--- config.mk ---
export PLATFORM = sky130hd
export DESIGN_NAME = led_matrix_plane_scan
export DESIGN_NICKNAME = d
export VERILOG_FILES = /design/src/hw/rtl/lmps_pkg.sv /design/src/hw/rtl/lmps_ram.sv /design/src/hw/rtl/lmps_expand.sv /design/src/hw/rtl/led_matrix_plane_scan.sv
export SDC_FILE = /design/constraint.sdc
export NUM_CORES = 2
export LEC_CHECK = 0
export BUFFER_PORTS_ARGS = -buffer_cell sky130_fd_sc_hd__buf_2
export CAP_MARGIN = 20
export CORE_MARGIN = 1.5
export CORE_UTILIZATION = 60
export DETAILED_ROUTE_END_ITERATION = 12
export PLACE_DENSITY = 0.77
export RECOVER_POWER = 25
export SLEW_MARGIN = 20
export SYNTH_ARGS = -nofsm -noshare
export SYNTH_HDL_FRONTEND = slang
export SYNTH_SLANG_ARGS = --single-unit
export TNS_END_PERCENT = 5
--- constraint.sdc ---
create_clock -name clk -period 8.5 [get_ports clk]
set_clock_uncertainty 0.2 [all_clocks]
set_input_delay 0.85 -clock clk [delete_from_list [all_inputs] [get_ports clk]]
set_output_delay 0.85 -clock clk [all_outputs]
set_load 0.03 [all_outputs]
--- src/hw/rtl/lmps_pkg.sv ---
// Shared types and constants for the LED matrix plane scan driver.
// No dependencies; imported by lmps_expand and led_matrix_plane_scan.
package lmps_pkg;

    localparam int COLUMN_BITS = 36;
    localparam int ROW_OUT_BITS = 12;
    localparam int PIXEL_BITS = 8;

    typedef enum logic {
        OP_WRITE = 1'b0,
        OP_TICK  = 1'b1
    } opcode_t;

    typedef enum logic {
        ST_IDLE,
        ST_PROC
    } state_t;

    localparam logic [0:0] REG_FIRST_PLANE = 1'b0;

    localparam logic [2:0] LAST_PLANE = 3'd7;

    // Thermometer planes for a 3-bit red or green level: planes 1..level lit.
    localparam logic [7:0] RG_PLANES [8] = '{
        8'h00, 8'h02, 8'h06, 8'h0E, 8'h1E, 8'h3E, 8'h7E, 8'hFE
    };

    // Planes for the 2-bit blue level.
    localparam logic [7:0] BLUE_PLANES [4] = '{8'h00, 8'h02, 8'h0E, 8'hFE};

endpackage

--- src/hw/rtl/lmps_ram.sv ---
// Generic single-port-write, single-port-read RAM with registered read data.
// No dependencies.
module lmps_ram #(
    parameter int WIDTH = 8,
    parameter int DEPTH = 16,
    parameter int ADDR_W = (DEPTH > 1) ? $clog2(DEPTH) : 1
) (
    input  logic              clk,
    input  logic              we,
    input  logic [ADDR_W-1:0] waddr,
    input  logic [WIDTH-1:0]  wdata,
    input  logic [ADDR_W-1:0] raddr,
    output logic [WIDTH-1:0]  rdata
);

    logic [WIDTH-1:0] mem [DEPTH];
    logic [WIDTH-1:0] rdata_reg;

    always_ff @(posedge clk)
    begin
        if (we)
        begin
            mem[waddr] <= wdata;
        end
        rdata_reg <= mem[raddr];
    end

    assign rdata = rdata_reg;

endmodule

--- src/hw/rtl/lmps_expand.sv ---
// Expands one row of RGB332 pixels into the column drive bits of one plane.
// Depends on lmps_pkg for the plane tables and the column count.
module lmps_expand
    import lmps_pkg::*;
#(
    parameter int PIXEL_COLS = 12
) (
    input  logic [PIXEL_BITS*PIXEL_COLS-1:0] row_data,
    input  logic [2:0]                       plane,
    output logic [COLUMN_BITS-1:0]           column_bits
);

    localparam int LIT_W = 3 * PIXEL_COLS;

    logic [LIT_W-1:0] lit;

    genvar x;
    generate
        for (x = 0; x < PIXEL_COLS; x++)
        begin : g_pix
            logic [7:0] pix;
            logic [7:0] blue_lv;
            logic [7:0] green_lv;
            logic [7:0] red_lv;
            assign pix      = row_data[PIXEL_BITS*x +: PIXEL_BITS];
            assign blue_lv  = BLUE_PLANES[pix[1:0]];
            assign green_lv = RG_PLANES[pix[4:2]];
            assign red_lv   = RG_PLANES[pix[7:5]];
            assign lit[3*x]     = blue_lv[plane];
            assign lit[3*x + 1] = green_lv[plane];
            assign lit[3*x + 2] = red_lv[plane];
        end

        if (LIT_W >= COLUMN_BITS)
        begin : g_trim
            assign column_bits = lit[COLUMN_BITS-1:0];
        end
        else
        begin : g_pad
            assign column_bits = {{(COLUMN_BITS - LIT_W){1'b0}}, lit};
        end
    endgenerate

endmodule

--- src/hw/rtl/led_matrix_plane_scan.sv ---
// LED matrix plane scan driver: one frame row per RAM word, read-modify-write.
// A tick is taken into the payload registers at accept; in ST_PROC the row is read and
// expanded, and the result is registered with the done strobe. Start is taken only in ST_IDLE.
// Reset clears scan row, plane, first_plane and the per-row valid bits, so the
// frame reads dark at once; the receiver cannot stall, results are strobed by done.
// Depends on lmps_pkg, lmps_ram and lmps_expand.
module led_matrix_plane_scan
    import lmps_pkg::*;
#(
    parameter int MATRIX_ROWS = 12,
    parameter int MATRIX_PIXEL_COLS = 12
) (
    input  logic                    clk,
    input  logic                    rst_n,
    input  logic                    start,
    output logic                    busy,
    input  logic                    opcode,
    input  logic [3:0]              pixel_x,
    input  logic [3:0]              pixel_y,
    input  logic [7:0]              color,
    output logic                    done,
    output logic [3:0]              row_index,
    output logic [ROW_OUT_BITS-1:0] row_onehot,
    output logic [2:0]              plane_index,
    output logic [COLUMN_BITS-1:0]  column_bits,
    input  logic                    psel,
    input  logic                    penable,
    input  logic                    pwrite,
    input  logic [2:0]              paddr,
    input  logic [31:0]             pwdata,
    output logic [31:0]             prdata,
    output logic                    pready
);

    localparam int ROW_W = (MATRIX_ROWS > 1) ? $clog2(MATRIX_ROWS) : 1;
    localparam int ROW_DATA_W = PIXEL_BITS * MATRIX_PIXEL_COLS;

    state_t                  state_reg, state_next;
    logic [ROW_W-1:0]        scan_row_reg, scan_row_next;
    logic [2:0]              scan_plane_reg, scan_plane_next;
    logic [2:0]              first_plane_reg;
    logic [MATRIX_ROWS-1:0]  row_valid_reg;
    logic                    op_tick_reg;
    logic                    wr_ok_reg;
    logic [3:0]              px_reg;
    logic [7:0]              color_reg;
    logic [ROW_W-1:0]        addr_reg;
    logic                    done_reg;
    logic [3:0]              row_index_reg;
    logic [ROW_OUT_BITS-1:0] row_onehot_reg;
    logic [2:0]              plane_index_reg;
    logic [COLUMN_BITS-1:0]  column_bits_reg;

    logic                    accept;
    logic                    cfg_write;
    logic [ROW_W-1:0]        rd_addr;
    logic [ROW_DATA_W-1:0]   ram_rdata;
    logic [ROW_DATA_W-1:0]   row_data;
    logic [ROW_DATA_W-1:0]   row_mod;
    logic                    ram_we;
    logic [COLUMN_BITS-1:0]  expanded;
    logic [ROW_OUT_BITS-1:0] onehot;
    logic                    in_frame;

    assign accept = start && (state_reg == ST_IDLE);
    assign busy   = (state_reg == ST_PROC);

    // Configuration port
    assign pready    = 1'b1;
    assign cfg_write = psel && penable && pwrite;
    assign prdata    = (paddr[2] == REG_FIRST_PLANE) ? {29'd0, first_plane_reg} : 32'd0;

    always_ff @(posedge clk or negedge rst_n)
    begin
        if (!rst_n)
        begin
            first_plane_reg <= 3'd0;
        end
        else if (cfg_write && (paddr[2] == REG_FIRST_PLANE))
        begin
            first_plane_reg <= pwdata[2:0];
        end
    end

    // Scan advance happens at accept so the RAM read targets the new row
    always_comb
    begin
        scan_row_next   = scan_row_reg;
        scan_plane_next = scan_plane_reg;
        if (accept && (opcode_t'(opcode) == OP_TICK))
        begin
            if (scan_plane_reg == LAST_PLANE)
            begin
                scan_plane_next = first_plane_reg;
                if ((32'(scan_row_reg) + 1) >= MATRIX_ROWS)
                begin
                    scan_row_next = '0;
                end
                else
                begin
                    scan_row_next = scan_row_reg + ROW_W'(1);
                end
            end
            else
            begin
                scan_plane_next = scan_plane_reg + 3'd1;
            end
        end
    end

    assign in_frame = (32'(pixel_x) < MATRIX_PIXEL_COLS) && (32'(pixel_y) < MATRIX_ROWS);
    assign rd_addr  = (opcode_t'(opcode) == OP_TICK) ? scan_row_next : ROW_W'(pixel_y);

    always_comb
    begin
        state_next = state_reg;
        unique case (state_reg)
            ST_IDLE:
            begin
                if (start)
                begin
                    state_next = ST_PROC;
                end
            end
            ST_PROC:
            begin
                state_next = ST_IDLE;
            end
            default:
            begin
                state_next = ST_IDLE;
            end
        endcase
    end

    always_ff @(posedge clk or negedge rst_n)
    begin
        if (!rst_n)
        begin
            state_reg      <= ST_IDLE;
            scan_row_reg   <= '0;
            scan_plane_reg <= 3'd0;
            row_valid_reg  <= '0;
            done_reg       <= 1'b0;
        end
        else
        begin
            state_reg      <= state_next;
            scan_row_reg   <= scan_row_next;
            scan_plane_reg <= scan_plane_next;
            done_reg       <= busy && op_tick_reg;
            if (ram_we)
            begin
                row_valid_reg[addr_reg] <= 1'b1;
            end
        end
    end

    // Transaction payload held through the RAM read
    always_ff @(posedge clk)
    begin
        if (accept)
        begin
            op_tick_reg <= (opcode_t'(opcode) == OP_TICK);
            wr_ok_reg   <= in_frame;
            px_reg      <= pixel_x;
            color_reg   <= color;
            addr_reg    <= rd_addr;
        end
    end

    lmps_ram #(
        .WIDTH (ROW_DATA_W),
        .DEPTH (MATRIX_ROWS),
        .ADDR_W(ROW_W)
    ) u_frame (
        .clk  (clk),
        .we   (ram_we),
        .waddr(addr_reg),
        .wdata(row_mod),
        .raddr(rd_addr),
        .rdata(ram_rdata)
    );

    // A row never written reads dark
    assign row_data = row_valid_reg[addr_reg] ? ram_rdata : '0;

    genvar gx;
    generate
        for (gx = 0; gx < MATRIX_PIXEL_COLS; gx++)
        begin : g_mod
            assign row_mod[PIXEL_BITS*gx +: PIXEL_BITS] = (32'(px_reg) == gx)
                ? color_reg : row_data[PIXEL_BITS*gx +: PIXEL_BITS];
        end

        for (gx = 0; gx < ROW_OUT_BITS; gx++)
        begin : g_onehot
            assign onehot[gx] = (32'(addr_reg) == gx);
        end
    endgenerate

    assign ram_we = busy && !op_tick_reg && wr_ok_reg;

    lmps_expand #(
        .PIXEL_COLS(MATRIX_PIXEL_COLS)
    ) u_expand (
        .row_data   (row_data),
        .plane      (scan_plane_reg),
        .column_bits(expanded)
    );

    always_ff @(posedge clk)
    begin
        if (busy && op_tick_reg)
        begin
            row_index_reg   <= 4'(addr_reg);
            row_onehot_reg  <= onehot;
            plane_index_reg <= scan_plane_reg;
            column_bits_reg <= expanded;
        end
    end

    assign done        = done_reg;
    assign row_index   = row_index_reg;
    assign row_onehot  = row_onehot_reg;
    assign plane_index = plane_index_reg;
    assign column_bits = column_bits_reg;

endmodule
# Word level (Yosys, flattened, before mapping)
# Memory sizes are Yosys's and may differ from the RTL's. A register that Yosys moved wholly into a read port is not among the register bits.
# Index checks and enable logic that the tools add are counted.
dict set report totals {
  regBits 97
  ram_bits 1152
  rom_bits 1536
  inputBits 58
  output_inout_bits 90
  mem_count 25
}
dict set report classes {
  addsub 3
  magnitude_cmp 42
  n_eq_ne 23
  n_mux 183
  bitwise_logic 39
  n_reduce_logical 13
}
# memory words width rd rd_ports_with_merged_regs write_ports line_no
set mem_list {}
lappend mem_list {u_frame.mem 12 96 1 1 1 lmps_ram.sv:16} ;# logic [WIDTH-1:0] mem [DEPTH];
lappend mem_list {{(name not given)} 8 8 1 0 0 lmps_expand.sv:28} ;# assign red_lv = RG_PLANES[pix[7:5]];
lappend mem_list {{(name not given)} 8 8 1 0 0 lmps_expand.sv:27} ;# assign green_lv = RG_PLANES[pix[4:2]];
lappend mem_list {{(name not given)} 8 8 1 0 0 lmps_expand.sv:27}
lappend mem_list {{(name not given)} 8 8 1 0 0 lmps_expand.sv:28}
lappend mem_list {{(name not given)} 8 8 1 0 0 lmps_expand.sv:27}
lappend mem_list {{+19 memories} - - - - - -}
# operator n
set op_table {}
lappend op_table {{$mux W8} 84}
lappend op_table {{$bmux W8 S2} 12}
lappend op_table {{$bmux W1 S3} 36}
lappend op_table {{$ge A4 B4 Y1 const B} 24}
lappend op_table {{$mux W96} 1}
lappend op_table {{$not A3 Y4} 24}
lappend op_table {{$mux W1} 41}
lappend op_table {{$ge A3 B3 Y1 const B} 12}
lappend op_table {{$not A2 Y3} 12}
lappend op_table {{$eq A4 B3 Y1 const B} 8}
lappend op_table {{$eq A4 B4 Y1 const B} 8}
lappend op_table {{$eq A4 B2 Y1 const B} 4}
lappend op_table {{$mux W4} 4}
lappend op_table {{$or A12 B12 Y12} 1}
lappend op_table {{$logic_and A1 B1 Y1} 10}
lappend op_table {{$eq A4 B1 Y1 const B} 2}
lappend op_table {{$logic_not A4 Y1} 2}
lappend op_table {{$lt A4 B4 Y1 const B} 2}
lappend op_table {{$mux W3} 2}
lappend op_table {{$add A4 B1 Y5 const B} 1}
lappend op_table {{$ge A5 B4 Y1 const B} 1}
lappend op_table {{$lt A4 B5 Y1 const B} 1}
lappend op_table {{$add A4 B1 Y4 const B} 1}
lappend op_table {{$bmux W1 S4} 1}
lappend op_table {{other kinds (8)} 9}

# Longest topological paths before layout
dict set report depth {
  ltp_word 9
  ltp_mapped 13
  depth_no_buf 9
}

# Cells and area by module
# A second synthesis with hierarchy kept.
dict set report hier_totals {
  hier_cells 2830
  area_unflattened_um2 52844.4
}
# mod n_inst cells_per_inst area_per_inst_um2
set modules_own_cells {}
lappend modules_own_cells {lmps_ram 1 1952 45154.6}
lappend modules_own_cells {led_matrix_plane_scan 1 687 6084.6}
lappend modules_own_cells {lmps_expand 1 191 1605.3}

# Worst setup path before layout
# No wires, ideal clock.
dict set report synth_path {
  path_kind {register to register}
  start {register addr_reg[3]}
  end {register row_valid_reg[4]}
  setup_ps 90
  arrival_ps 5772
  t_required_ps 8210
  slack_ps 2438
  path_stages_with_launch 7
  path_buffers 2
  synth_period_minus_slack_ps 6062
  cell_sequence {edfxtp_1 -> clkbuf_1 -> nand2b_1 -> clkbuf_1 -> or3_1 -> nor2_1 -> or2_2}
}
dict set report synth_via {
  elab_chain_cells 5
  word_cells_on_any_way 6
  classes_between {2 x order compare; 2 x mux; 1 x bitwise; 1 x reduce/logical}
}
# item line_no
set synth_lines {}
lappend synth_lines {{start: declaration} led_matrix_plane_scan.sv:47} ;# logic [ROW_W-1:0] addr_reg;
lappend synth_lines {{start signal: assignment} led_matrix_plane_scan.sv:168} ;# addr_reg <= rd_addr;
lappend synth_lines {{$lt A4 B5 Y1 (implied by the code) or $ge A4 B1 Y1 (tied branches)} led_matrix_plane_scan.sv:154} ;# row_valid_reg[addr_reg] <= 1'b1;
lappend synth_lines {{$logic_and A1 B1 Y1 (implied by the code)} led_matrix_plane_scan.sv:154}
lappend synth_lines {{$mux W1 (implied by the code)} led_matrix_plane_scan.sv:154}
lappend synth_lines {{$demux W1 S4 (*)} led_matrix_plane_scan.sv:154}
lappend synth_lines {{$or A12 B12 Y12 (no source line) (*)} -}
lappend synth_lines {{end signal: assignment} led_matrix_plane_scan.sv:143} ;# row_valid_reg <= '0;
lappend synth_lines {{end signal: indexed assignment} led_matrix_plane_scan.sv:154}
lappend synth_lines {{end: declaration} led_matrix_plane_scan.sv:42} ;# logic [MATRIX_ROWS-1:0] row_valid_reg;
# Every way passes the cells marked *; elsewhere a longest branch is shown, timed or not.
# A chain may end at the register's enable or synchronous reset.

# Final worst setup path
dict set report layout_path {
  start {register scan_plane_reg[2]}
  end {register u_frame.rdata_reg[86], in the netlist u_frame.rdata[86] (read register of u_frame.mem)}
}
dict set report layout_via {
  elab_chain_cells 4
}
# item line_no
set layout_lines {}
lappend layout_lines {{start: declaration} led_matrix_plane_scan.sv:40} ;# logic [2:0] scan_plane_reg, scan_plane_next;
lappend layout_lines {{start signal: assignment} led_matrix_plane_scan.sv:150} ;# scan_plane_reg <= scan_plane_next;
lappend layout_lines {{$eq A3 B3 Y1} led_matrix_plane_scan.sv:92} ;# if (scan_plane_reg == LAST_PLANE)
lappend layout_lines {{$mux W4} led_matrix_plane_scan.sv:92}
lappend layout_lines {{$mux W4} led_matrix_plane_scan.sv:90} ;# if (accept && (opcode_t'(opcode) == OP_TICK))
lappend layout_lines {{$mux W4} led_matrix_plane_scan.sv:112} ;# assign rd_addr = (opcode_t'(opcode) == OP_TICK) ? scan_row_next : ROW_W'(pixel_y);
lappend layout_lines {{end: declaration} lmps_ram.sv:17} ;# logic [WIDTH-1:0] rdata_reg;
# No other way between the ends.

==> results.cfg <==
[timing]
fin_tns_setup_ns = 0
max_freq_mhz = 149
period_share_pct = 79.0
layout_setup_ws_ns = 1.78
relSlewSlack_pct = -159
hold_slack_ns = 0.0984
rsz0062_at_grt = false
final.min_clock_period_ns = 6.72
tightest_slew_ns = 3.88
slew_viol_final = 606
hold_viol = 0
setup-violations-final = 0

[die]
die-height_um = 321
design.die.area_um2 = 103000
floorplan.initialDensity_pct = 60.6
fp.coreArea_um2 = 100000
io_pins = 148
die_w_um = 321
row_count = 116

[setup_path]
slowest_stage = dfrtp_1
r2r_end = u_frame.rdata[86]
crit_type = register to register
crit_fanout = 75
cp.depth = 10
crit_end = u_frame.rdata[86]
critPathRequiredTime_ns = 8.97
cp-start-kind = register
crit_path_end_kind = register
crit_buf_inv = 3
r2r_setup_slack_ns = 1.78
max_stage_delay_ns = 1.03
crit_start = scan_plane_reg[2]
cpMostUsedCell = buf_4
crit-reg2reg-launch = scan_plane_reg[2]
arrival_ns = 7.19
r2r_cells = 10
path_delay_family = buffers and inverters
critical_path.cell_chain = ha_1 > nand4b_1 > or3b_4 > buf_4 > and3_4 > buf_16 > buf_4 > a221oi_1 > mux2i_1 > o221a_1

[final_layout]
final_util_pct = 66.2
most-common-layout-cells = edfxtp_1, mux2i_1, nor2_1
final_common_cell = edfxtp_1
antennaDiodeCount = 0
syn_to_final_growth_pct = 9.22
drive_gt1_share_pct = 9.46
layout.nets = 4474
postLayoutCellArea_um2 = 66300
largest_reg_flops = 1152
final_cells = 5824

[pwr]
leakage_nw = 23.3
total_power_mw = 16.4
irDropWorstVdd_uv = 261
p_per_area_nw_per_um2 = 247

[status]
violations = max-capacitance violations, max-slew violations
outcome = complete, but fails checks

[clock_network]
cts_buffers = 138
clk_latency_ns = 0.74
path_clk_slew_ns = 0.06
cts_tree = yes
post_cts_buffers = 0
clock_path_buffers = 3
clock_sinks = 1345
root_buffer = clkbuf_16
ctsResizeCount = 0
htree_levels = 4

[synthesis]
ys.warnings.count = 0
yosysTopAreaCellShare_pct = 60.6
syn_inst = 4488
synth_seq_area_share_pct = 64.7
syn_area_um2 = 60700
synth_largest_area_cell = edfxtp_1
synth.distinct_cells = 53
syn_avg_cell_area_um2 = 13.5
synth_area_leaders = edfxtp_1, mux2i_1, a211oi_1
synth_edf_count = 1225
ys_ff_latch = 1345
ys_dominant_reg_cell = edfxtp_1
async_flop_share_pct = 1.78

[placed_design]
dpl_cell_area_um2 = 61900
dp_hpwl_mm = 79.2
gp_congestion = 0.770
pre_cts_ws_ns = 2.34
dp_cells = 5563
io_buffers = 86

[routing]
drcViolationCount = 0
drt_iter0_drc = 5533
route.detailed.wl_per_inst_um = 28.6
via_per_inst = 7.03
vias = 41000
drtPass1Iterations = 8
ant_nets = 0
totalWireLength_mm = 166

[global_route]
grt_start_max_net_pins = 193
antenna_found_initial = 1
grt_pass1_vias = 40500
grt.total_usage_pct = 31.9
grt_pass1_wl_mm = 245
overflow = 0

[job]
max_cap_viol_count = 19

[worst_hold_path]
hp-class = input port to register
whs_path_depth = 1
## cell type report
class	instances	area, um2
flip-flops and latches	1345	39300
fillers	6938	33800
multi-input cells	2534	19000
clock buffers	215	4090
well taps	1298	1620
repair buffers	175	1150
inverters	218	826
clock inverters	39	355
## logic make-up (layout without fill, tap and decap cells)
kind of cell	after synthesis	after routing	synth area share, %
mux	588	588	9.75
fa+ha+maj	4	4	0.0824
flops	1345	1345	64.7
other cells	2	30	0.0124
simple gates	724	724	4.85
buf+inv	637	647	4.66
compound gates	1188	1188	15.9
## per-layer routing
layer,vias to the layer above,GRT usage (%),part of all wire [%]
met4,2,14.6,4.1
li1,17400,-,-
met3,435,5.97,11
met2,2641,52.2,48
met5,-,0,0.011
met1,20500,41.5,37
## Yosys cell counts, types with 21 or more instances
| cell | instances |
|---|---|
| dfrtp_1 | 24 |
| nor2_1 | 452 |
| nand2b_1 | 34 |
| o21ai_0 | 201 |
| dfxtp_1 | 96 |
| a221oi_2 | 70 |
| a211oi_1 | 396 |
| mux2i_1 | 580 |
| o221a_1 | 95 |
| a221oi_1 | 314 |
| buf_6 | 35 |
| inv_1 | 217 |
| edfxtp_1 | 1225 |
| o31ai_1 | 25 |
| buf_1 | 37 |
| buf_2 | 43 |
| a21oi_1 | 27 |
| nor3_1 | 21 |
| clkbuf_1 | 272 |
| buf_4 | 32 |
| nand2_1 | 182 |
## power breakdown
part	switching [mW]	internal, mW
clock	2.44	3.46
sequential	0.199	7.59
combinational	1.83	0.855
total	4.48	11.9
## how the worst min path moves through the flow
stage                                 from          endpoint  slack (ns)
after CTS                         color[1]      color_reg[1]        0.07
after detailed placement  row_valid_reg[5]  row_valid_reg[5]        0.25
final                             color[1]      color_reg[1]         0.1
after global placement    row_valid_reg[8]  row_valid_reg[8]        0.25
after floorplan                addr_reg[0]      row_index[0]        0.22
after global routing              color[1]      color_reg[1]        0.08
## worst register-to-register path, stage by stage, from the launching register on
cell and delay (ns):
dfrtp_1 1.03, ha_1 0.74, nand4b_1 0.45, or3b_4 0.75, buf_4 0.84, and3_4 0.68, buf_16 0.31, buf_4 0.91
a221oi_1 0.32, mux2i_1 0.20, o221a_1 0.22
## repair_timing
item / 4_1_cts / 5_1_grt
hold buffers: 1 / 0
endpoints found under the setup margin: 0 / 0
hold endpoints to repair: 24 / 0
Power figures use the tool's default switching activity.
